$ cat src/hdl/lvs_pkg.sv
// Shared types, constants and codes for the LFU victim-select engine.
package lvs_pkg;

	// Defaults for the top-level parameters
	localparam int SETS_DEF       = 64;
	localparam int WAYS_DEF       = 8;
	localparam int COUNT_BITS_DEF = 16;
	localparam int TIME_BITS_DEF  = 32;

	// Fixed port field widths
	localparam int CMD_W     = 2;
	localparam int SET_IDX_W = 6;
	localparam int WAY_IDX_W = 3;
	localparam int NOW_W     = 32;
	localparam int VICTIM_W  = 3;

	typedef enum logic [CMD_W-1:0] {
		CMD_INVALIDATE = 2'd0,
		CMD_TOUCH      = 2'd1,
		CMD_FILL       = 2'd2,
		CMD_FIND       = 2'd3
	} cmd_t;

	typedef enum logic [2:0] {
		ST_CLEAR,
		ST_IDLE,
		ST_DISPATCH,
		ST_UPD_RD,
		ST_UPD_WR,
		ST_SCAN,
		ST_SCAN_END,
		ST_RESULT
	} state_t;

	// Controller -> datapath
	typedef struct packed {
		logic in_ready;
		logic capture;
		logic clr_en;
		logic upd_rd;
		logic upd_wr;
		logic scan_start;
		logic scan_rd;
		logic out_load;
	} ctrl_cmd_t;

	// Datapath -> controller
	typedef struct packed {
		logic clr_last;
		logic set_ok;
		logic way_ok;
		logic is_find;
		logic scan_last;
		logic out_free;
	} ctrl_sts_t;

endpackage

$ cat src/hdl/lvs_ctrl.sv
// Controller state machine: clear pass, command dispatch, update and scan sequencing.
module lvs_ctrl (
	input  logic               clk,
	input  logic               arst_n,
	input  logic               in_valid,
	input  lvs_pkg::ctrl_sts_t sts,
	output lvs_pkg::ctrl_cmd_t cmd
);

	lvs_pkg::state_t state_q, state_nxt;

	always_ff @(posedge clk or negedge arst_n) begin
		if (!arst_n) begin
			state_q <= lvs_pkg::ST_CLEAR;
		end else begin
			state_q <= state_nxt;
		end
	end

	// next state
	always_comb begin
		state_nxt = state_q;
		unique case (state_q)
			lvs_pkg::ST_CLEAR: begin
				if (sts.clr_last) state_nxt = lvs_pkg::ST_IDLE;
			end
			lvs_pkg::ST_IDLE: begin
				if (in_valid) state_nxt = lvs_pkg::ST_DISPATCH;
			end
			lvs_pkg::ST_DISPATCH: begin
				priority if (!sts.set_ok) state_nxt = lvs_pkg::ST_IDLE;
				else if (sts.is_find) state_nxt = lvs_pkg::ST_SCAN;
				else if (!sts.way_ok) state_nxt = lvs_pkg::ST_IDLE;
				else state_nxt = lvs_pkg::ST_UPD_RD;
			end
			lvs_pkg::ST_UPD_RD:   state_nxt = lvs_pkg::ST_UPD_WR;
			lvs_pkg::ST_UPD_WR:   state_nxt = lvs_pkg::ST_IDLE;
			lvs_pkg::ST_SCAN: begin
				if (sts.scan_last) state_nxt = lvs_pkg::ST_SCAN_END;
			end
			lvs_pkg::ST_SCAN_END: state_nxt = lvs_pkg::ST_RESULT;
			lvs_pkg::ST_RESULT: begin
				if (sts.out_free) state_nxt = lvs_pkg::ST_IDLE;
			end
			default: state_nxt = lvs_pkg::ST_CLEAR;
		endcase
	end

	// outputs
	always_comb begin
		cmd = '0;
		unique case (state_q)
			lvs_pkg::ST_CLEAR: cmd.clr_en = 1'b1;
			lvs_pkg::ST_IDLE: begin
				cmd.in_ready = 1'b1;
				cmd.capture  = in_valid;
			end
			lvs_pkg::ST_DISPATCH: cmd.scan_start = sts.set_ok & sts.is_find;
			lvs_pkg::ST_UPD_RD:   cmd.upd_rd = 1'b1;
			lvs_pkg::ST_UPD_WR:   cmd.upd_wr = 1'b1;
			lvs_pkg::ST_SCAN:     cmd.scan_rd = 1'b1;
			lvs_pkg::ST_SCAN_END: cmd = '0;
			lvs_pkg::ST_RESULT:   cmd.out_load = sts.out_free;
			default:              cmd = '0;
		endcase
	end

endmodule

$ cat config.mk
export PLATFORM = sky130hd
export DESIGN_NAME = lvs_ctrl
export DESIGN_NICKNAME = d
export VERILOG_FILES = /design/src/hdl/lvs_pkg.sv /design/src/hdl/lvs_ctrl.sv
export SDC_FILE = /design/constraint.sdc
export NUM_CORES = 1
export LEC_CHECK = 0
export ABC_AREA = 1
export BUFFER_PORTS_ARGS = -buffer_cell sky130_fd_sc_hd__buf_4
export CAP_MARGIN = 20
export CORE_AREA = 2 2 39 41
export CTS_BUF_LIST = sky130_fd_sc_hd__clkbuf_8
export DETAILED_ROUTE_END_ITERATION = 7
export DIE_AREA = 0 0 41 43
export PLACE_DENSITY_LB_ADDON = 0.12
export SKIP_CTS_REPAIR_TIMING = 1
export SLEW_MARGIN = 20
export SYNTH_ARGS = -nofsm -noshare
export SYNTH_HDL_FRONTEND = slang
export SYNTH_SLANG_ARGS = --single-unit
export TNS_END_PERCENT = 1
$ cat constraint.sdc
create_clock -name clk -period 2.5 [get_ports clk]
set_input_delay 0.25 -clock clk [delete_from_list [all_inputs] [get_ports clk]]
set_output_delay 0.25 -clock clk [all_outputs]
set_load 0.01 [all_outputs]
==> results of run 1 <==
area by class of cell:
class | instances | area (sq um)
fillers | 155 | 833.3
multi-input cells | 43 | 230.2
repair buffers | 17 | 130.1
flip-flops and latches | 3 | 75.07
inverters | 12 | 50.05
clock buffers | 3 | 41.29
well taps | 16 | 20.02
clock inverters | 1 | 3.754
stage by stage:
| stage | util (%) | area [sq um] | hold WS, ns |
|---|---|---|---|
| 2_1_floorplan | - | 389.1 | -0.04559 |
| 3_3_place_gp | 35.80 | 495.5 | 0.04168 |
| 3_5_place_dp | 35.80 | 495.5 | 0.03925 |
| 4_1_cts | 39.06 | 540.5 | -0.1839 |
| 5_1_grt | 39.78 | 550.5 | 0.3855 |
| 6_report | 39.78 | 550.5 | 0.3503 |
worst min path at each step:
stage,start,end,slack (ns),depth (start not counted)
3_3_place_gp,arst_n,state_q[2],0.04,1
2_1_floorplan,arst_n,state_q[0],-0.05,0
6_report,sts[0],state_q[1],0.35,4
3_5_place_dp,arst_n,state_q[1],0.04,1
4_1_cts,arst_n,state_q[1],-0.18,1
5_1_grt,arst_n,state_q[1],0.39,2
per-layer routing:
| layer | wire length, microns | global-route usage, % | part of all wire [%] | vias up |
|---|---|---|---|---|
| met4 | 17 | 8.000 | 2.0 | 0 |
| met3 | 68 | 6.283 | 8.2 | 4 |
| met1 | 373 | 14.94 | 45 | 168 |
| li1 | - | - | - | 219 |
| met5 | 0 | 0 | 0 | - |
| met2 | 371 | 15.31 | 45 | 17 |
worst register-to-register path: stages, from the launching register on:
cell,delay (ns)
dfrtp_1,0.59
inv_1,0.15
nor2_2,0.14
nand3_1,0.09
nand2_1,0.11
nor2_4,0.05
nand2_1,0.06
nand2_1,0.05
power by group through the flow:
| stage | combinational (mW) | sequential (mW) | clock [mW] |
|---|---|---|---|
| floorplan | 0.326 | 0.0811 | 0 |
| global placement | 0.330 | 0.146 | 0 |
| detailed placement | 0.328 | 0.147 | 0 |
| CTS | 0.331 | 0.147 | 0.135 |
| global route | 0.367 | 0.155 | 0.142 |
| finish | 0.324 | 0.146 | 0.134 |
cell families after synthesis:
family | Yosys count | share of synthesized area (%)
buffers and inverters | 15 | 21.54
AND/OR/NAND/NOR | 42 | 57.88
flip-flops | 3 | 19.29
AO/OA/AOI/OAI | 1 | 1.285
cells in the final DEF, fill, tap and decap left out:
| cell type | synthesis | layout |
|---|---|---|
| nor3_1 | 1 | 1 |
| inv_4 | 2 | 2 |
| inv_1 | 10 | 11 |
| o21ai_0 | 1 | 1 |
| nand3_1 | 6 | 6 |
| nand4_1 | 2 | 2 |
| buf_4 | 0 | 16 |
| clkbuf_8 | 0 | 3 |
| nor2_1 | 9 | 9 |
| nand2_1 | 13 | 13 |
| dlygate4sd3_1 | 0 | 1 |
| dfrtp_1 | 3 | 3 |
| nor3_2 | 1 | 1 |
| nand2_2 | 2 | 2 |
| nand3_2 | 2 | 2 |
| nor2_4 | 2 | 2 |
| nand3b_2 | 1 | 1 |
| nor2_2 | 3 | 3 |
==> impl_metrics.toml, run 1 <==
[status]
status = "finished, final reports clean"

[floorplanning]
fp.dieW_microns = 41
ios = 17
die_area_sq_um = 1763
coreArea_sq_um = 1384
initial_core_util_pct = 28.12
num_rows = 14
die_h_microns = 43

[synthesis]
synth-warning-count = 0
ys_top_cells_by_count = "nand2_1, inv_1, nor2_1"
synth_flop_cell = "dfrtp_1"
netlist_area_sq_um = 389.1
seq_area_frac_synth_pct = 19.29
synth_async_sr_flop_share_pct = 100.0
synth-edff-count = 0
synth.most_common_cell = "nand2_1"
syn_area_per_cell_sq_um = 6.379
syn_inst = 61
synth_area_leaders = "dfrtp_1, nand2_1, inv_1"
ys_seq_elements = 3
ys_types = 16
synth_top_area_share_pct = 19.29
yosysTopAreaCell = "dfrtp_1"
syn_nets = 70

[setup_path]
r2r_start = "state_q[0]"
max_stage_delay_ns = 0.59
critPathMaxFanout = 9
slowest_stage = "dfrtp_1"
worst-path-stages = 5
critPathCaptureType = "primary output"
worstRegToRegCells = 7
cp.arrival_ns = 1.30
path_cells = "inv_4 -> nor3_2 -> nand3_1 -> inv_1 -> buf_4"
r2r-end = "state_q[2]"
crit_type = "reg2out"
crit_family = "flip-flops"
cp-start-kind = "flip-flop"
r2r_slack_ns = 1.14
crit_start = "state_q[1]"
crit_required_ns = 2.25
crit_path_end = "cmd[2]"
cp.buffers_inverters = 3

[cts]
cts.reportedPaths.clkPinSlew_ns = 0.03
clock_latency_ns = 0.21
clock-sinks = 3
cts_max_level = 1
cts_buffers = 3
cts_tree = "yes"
ctsLongestPathBuffers = 2
ctsRootBufferMaster = "clkbuf_8"

[global_routing]
grt_max_degree = 12
grt_pass1_vias = 333
grtUsageTotal_pct = 11.98
antenna_found_initial = 0
grt_pass1_wl_microns = 1345
grt-ovfl-total = 0

[placement]
dpl.hpwl_microns = 670.9
dp_cells = 90
preCtsSetupSlack_ns = 1.136
io_buffers = 16
place.gp.congestion = 0.7202

[sta]
finClkSkew_ns = 0.002010
rsz0062_at_grt = "no"
max_freq_ghz = 0.6471
fin_tns_setup_ns = 0
setup_viol = 0
setup_slack_ns = 0.9547
slew_headroom_pct = 71.21
min_period_ns = 1.545
worst_pin_slew_ns = 0.4318
hold_violations = 0
period_share_pct = 61.81
slew_violations = 0

[power]
total_power_mw = 0.6049
power.share.switching_pct = 46.91
clockPowerShare_pct = 22.2
p_sw_mw = 0.2838
internal-power_mw = 0.3212
powerDensity_nw_per_um2 = 1099
combPwrFrac_pct = 53.6
seqPwrFrac_pct = 24.2
irDropWorstVdd_v = 0.0004382
p_leak_nw = 0.3372

[cells_and_area]
final_cells = 95
regMostFlops = "state_q"
fin_nets = 89
reg_top3 = "state_q x3"
area_delta_synth_final_pct = 41.48
num_antenna_cells = 0
drive_gt1_share_pct = 40.51
largest_reg_flops = 3

[route]
drcViolationCount = 0
postRouteAntennaNets = 0
routed_wl_microns = 831
drtIter0Drc = 6
viasPerCell = 4.295
drt-wirelength-per-cell_microns = 8.747
vias = 408
drt_first_pass_iters = 4

[hold_path]
min_path_type = "in2reg"

[run]
cap_viol_max_count = 0
Power figures use the tool's default switching activity.
==> inputs of run 2 (changes only) <==
==> constraint.sdc (replaced) <==
create_clock -name clk -period 1.2 [get_ports clk]
set_input_delay 0.12 -clock clk [delete_from_list [all_inputs] [get_ports clk]]
set_output_delay 0.12 -clock clk [all_outputs]
set_load 0.01 [all_outputs]
==> run 2 against run 1 <==
Critical path type unchanged. Largest power group unchanged. Largest cell class unchanged. Die area unchanged. Non-clock buffer count is 9 higher. The flow now finishes with violations (setup timing). Combinational power rose to 3.5 times the previous value. Hold slack got worse by 0.14 ns.
==> impl_metrics.toml, run 2 (synthesis results as in run 1) <==
[status]
status = "finished with violations"
violations = "setup timing"

[sta]
hold_slack_ns = 0.2145
setup_slack_ns = -0.1127
max_freq_ghz = 0.7618
slew_violations = 0
worst_pin_slew_ns = 0.2160
setup_viol = 7
min_period_ns = 1.313
rsz0062_at_grt = "yes"
hold_violations = 0
period_share_pct = 109.4
finClkSkew_ns = 0.002315
slew_headroom_pct = 85.60

[cells_and_area]
multi_input_area_sq_um = 256.5
drive_gt1_share_pct = 53.41
mostFrequentLayoutCells = "buf_4, nand2_1, inv_1, nor2_1, buf_6"
fin_nets = 98
final_cells = 104
largest_reg_flops = 3
final_common_cell = "buf_4"
final_area_sq_um = 669.4
post-route-util_pct = 48.37
n_fill_cell = 149
regMostFlops = "state_q"
reg_top3 = "state_q x3"
area_delta_synth_final_pct = 72.03
regArea_sq_um = 77.57
num_antenna_cells = 0

[global_routing]
grt_pass1_vias = 364
antenna_found_initial = 0
grtUsageTotal_pct = 11.75
grt_pass1_wl_microns = 1407
grt_max_degree = 10
grt-ovfl-total = 0

[route]
drt-wirelength-per-cell_microns = 9.404
drt_first_pass_iters = 3
postRouteAntennaNets = 0
viasPerCell = 4.288
routed_wl_microns = 978
drcViolationCount = 0
drtIter0Drc = 4
vias = 446

[setup_path]
cp-start-kind = "flip-flop"
crit_required_ns = 1.08
critPathCaptureType = "primary output"
crit_type = "reg2out"
critPathMaxFanout = 6
cp.arrival_ns = 1.19
r2r_slack_ns = 0

[floorplanning]
fp.dieW_microns = 41
initial_core_util_pct = 28.12
die_h_microns = 43
ios = 17
die_area_sq_um = 1763
coreArea_sq_um = 1384
num_rows = 14

[power]
total_power_mw = 1.654
irDropWorstVdd_v = 0.0009310
p_leak_nw = 0.3829
powerDensity_nw_per_um2 = 2471

[placement]
dpl.hpwl_microns = 695.7
place.gp.congestion = 0.7175
place_area_sq_um = 525.5
dp_cells = 94
io_buffers = 16

[cts]
cts_tree = "yes"
clock_latency_ns = 0.21
ctsRootBufferMaster = "clkbuf_8"
cts_max_level = 1
cts_buffers = 3
clock-sinks = 3
cts.reportedPaths.clkPinSlew_ns = 0.03
ctsLongestPathBuffers = 2

[hold_path]
min_path_type = "in2reg"

[run]
cap_viol_max_count = 0
## run 2: cell count changes in the layout (fill, tap and decap cells not counted), sizes merged
| cell | change |
|---|---|
| buf | +9 |
## run 2: worst paths after layout
path                             from         end  depth (start not counted)
setup / recovery           state_q[0]      cmd[5]                          6
hold / removal                 sts[0]  state_q[1]                          4
setup reg to reg           state_q[1]  state_q[1]                          7
hold reg to reg            state_q[2]  state_q[2]                          2
max in group asynchronous      arst_n  state_q[1]                          2
min in group asynchronous      arst_n  state_q[0]                          2
## run 2: metal layers
metal	global-route usage [%]	vias up	share of wire, %
li1	-	240	-
met1	17.04	195	47
met2	16.25	11	48
met3	3.141	0	5.1
met4	4.000	0	0
met5	0	-	0
## run 2: metrics by stage
step	setup WS, ns	setup TNS, ns
detailed placement	-0.008332	-0.01330
floorplan	0.1757	0
global route	-0.1774	-1.200
finish	-0.1127	-0.4676
global placement	-0.01332	-0.02203
CTS	-0.2171	-1.053
## run 2: area by class of cell
| cell class | instances | area share (%) |
|---|---|---|
| flip-flops and latches | 3 | 11.59 |
| well taps | 16 | 2.991 |
| repair buffers | 26 | 32.90 |
| clock inverters | 1 | 0.5607 |
| inverters | 12 | 7.477 |
| clock buffers | 3 | 6.168 |
| multi-input cells | 43 | 38.32 |
## run 2: power breakdown
part           total (mW)  switching, mW  internal, mW
clock               0.285         0.0671         0.218
sequential          0.253         0.0988         0.154
combinational        1.12          0.553         0.564
total                1.65          0.719         0.936
## run 2: worst max-delay path, cell delays in order (launching register included)
cell and delay (ns):
dfrtp_1 0.40, buf_6 0.16, nor2_4 0.11, nand2_2 0.07, buf_6 0.11, inv_2 0.04
buf_6 0.09
==> inputs of run 3 (changes only) <==
--- a/config.mk
+++ b/config.mk
@@ -13,6 +13,7 @@
 export DETAILED_ROUTE_END_ITERATION = 7
 export DIE_AREA = 0 0 41 43
 export PLACE_DENSITY_LB_ADDON = 0.12
+export REMOVE_ABC_BUFFERS = 1
 export SKIP_CTS_REPAIR_TIMING = 1
 export SLEW_MARGIN = 20
 export SYNTH_ARGS = -nofsm -noshare
==> run 3 against run 2 <==
The run still ends with setup timing left. Cell count did not move. Die area did not move. Combinational power rose by 6%. Worst setup slack improved by 0.044 ns. Sequential power fell by 6%. Fmax rose by 3.5%. Wire length rose by 10%. Clock skew rose by 0.0016 ns. Final area rose by 2.6%. Largest power group unchanged.
==> impl_metrics.toml, run 3 (synthesis results as in run 1) <==
[cells_and_area]
drive_gt1_share_pct = 54.55
largest_reg_flops = 3
regMostFlops = "state_q"
reg_top3 = "state_q x3"
num_antenna_cells = 0
post-route-util_pct = 49.64
mostFrequentLayoutCells = "buf_4, nand2_1, inv_1, nor2_1, nand3_1"
final_common_cell = "buf_4"
fin_nets = 98
area_delta_synth_final_pct = 76.53

[sta]
worst_pin_slew_ns = 0.1905
hold_violations = 0
period_share_pct = 105.7
max_freq_ghz = 0.7881
finClkSkew_ns = 0.003949
setup_viol = 8
min_period_ns = 1.269
slew_headroom_pct = 87.17
slew_violations = 0
rsz0062_at_grt = "yes"
setup_slack_ns = -0.06881
hold_slack_ns = 0.2167

[cts]
ctsLongestPathBuffers = 2
ctsRootBufferMaster = "clkbuf_8"
cts_tree = "yes"
clock_latency_ns = 0.22
cts.reportedPaths.clkPinSlew_ns = 0.03
clock-sinks = 3
cts_buffers = 3
cts_max_level = 1

[route]
drt_first_pass_iters = 4
viasPerCell = 4.442
drt-wirelength-per-cell_microns = 10.38
drtIter0Drc = 12
routed_wl_microns = 1080
top_layer = "met3"
wl_met3_microns = 54
routedLengthMet1_microns = 509
postRouteAntennaNets = 0
drcViolationCount = 0
met2_wirelength_microns = 517
vias = 462

[global_routing]
grt_max_degree = 11
grtUsageTotal_pct = 11.96
antenna_found_initial = 0
grt-ovfl-total = 0
grt_pass1_vias = 357
grt_pass1_wl_microns = 1476

[power]
irDropWorstVdd_v = 0.0009848
powerDensity_nw_per_um2 = 2505
p_leak_nw = 0.3921
total_power_mw = 1.720

[setup_path]
crit_required_ns = 1.08
cp-start-kind = "flip-flop"
crit_type = "reg2out"
r2r-end = "state_q[2]"
worstRegToRegCells = 7
critPathMaxFanout = 5
r2r_slack_ns = 0.01
crit_path_end = "cmd[2]"
crit_start = "state_q[0]"
r2r_start = "state_q[2]"
critPathCaptureType = "primary output"
cp.arrival_ns = 1.15

[placement]
preCtsSetupSlack_ns = -0.05547
place.gp.congestion = 0.7383
io_buffers = 16
dpl.hpwl_microns = 661.7

[floorplanning]
initial_core_util_pct = 28.12
coreArea_sq_um = 1384
num_rows = 14
ios = 17
fp.dieW_microns = 41
die_area_sq_um = 1763
die_h_microns = 43

[run]
cap_viol_max_count = 0

[status]
violations = "setup timing"
status = "finished with violations"

[hold_path]
hold_path_depth = 4
min_path_type = "in2reg"
==> run 3: through the flow <==
| step | cells | cell area [sq um] | setup TNS [ns] |
|---|---|---|---|
| final | 104 | 686.9 | -0.3594 |
| after detailed placement | 91 | 515.5 | -0.09165 |
| after global placement | 91 | 515.5 | -0.1215 |
| after CTS | 95 | 560.5 | -1.032 |
| after floorplan | 58 | 355.3 | -0.01823 |
| after global routing | 104 | 686.9 | -0.8907 |
==> run 3: per-layer routing <==
| layer | GRT usage, % | up-vias |
|---|---|---|
| li1 | - | 238 |
| met1 | 17.42 | 211 |
| met2 | 16.56 | 13 |
| met3 | 1.571 | 0 |
| met4 | 6.000 | 0 |
| met5 | 0 | - |
==> run 3: power by group <==
part,leakage [nW],internal [mW],switching [mW]
clock network,0.0269,0.218,0.0708
logic,0.331,0.595,0.598
registers,0.0339,0.157,0.0817
==> run 3: worst min path at each step <==
stage / from / end
floorplan: arst_n / state_q[0]
global placement: arst_n / state_q[2]
detailed placement: arst_n / state_q[2]
CTS: arst_n / state_q[2]
global route: arst_n / state_q[2]
finish: sts[0] / state_q[1]
==> run 3: worst max-delay path: stages, from the launching register on <==
cell and delay, ns:
dfrtp_2 0.42, buf_12 0.15, nor3_4 0.11, nand3_2 0.10, inv_2 0.06, buf_6 0.09
==> run 3: layout make-up <==
class	instances	area, sq um
clock buffer	3	41.29
clock inverter	1	3.754
fill	156	696.9
inverter	12	50.05
multi-input combinational	43	259.0
sequential	3	78.83
tap	16	20.02
timing repair buffer	26	234.0
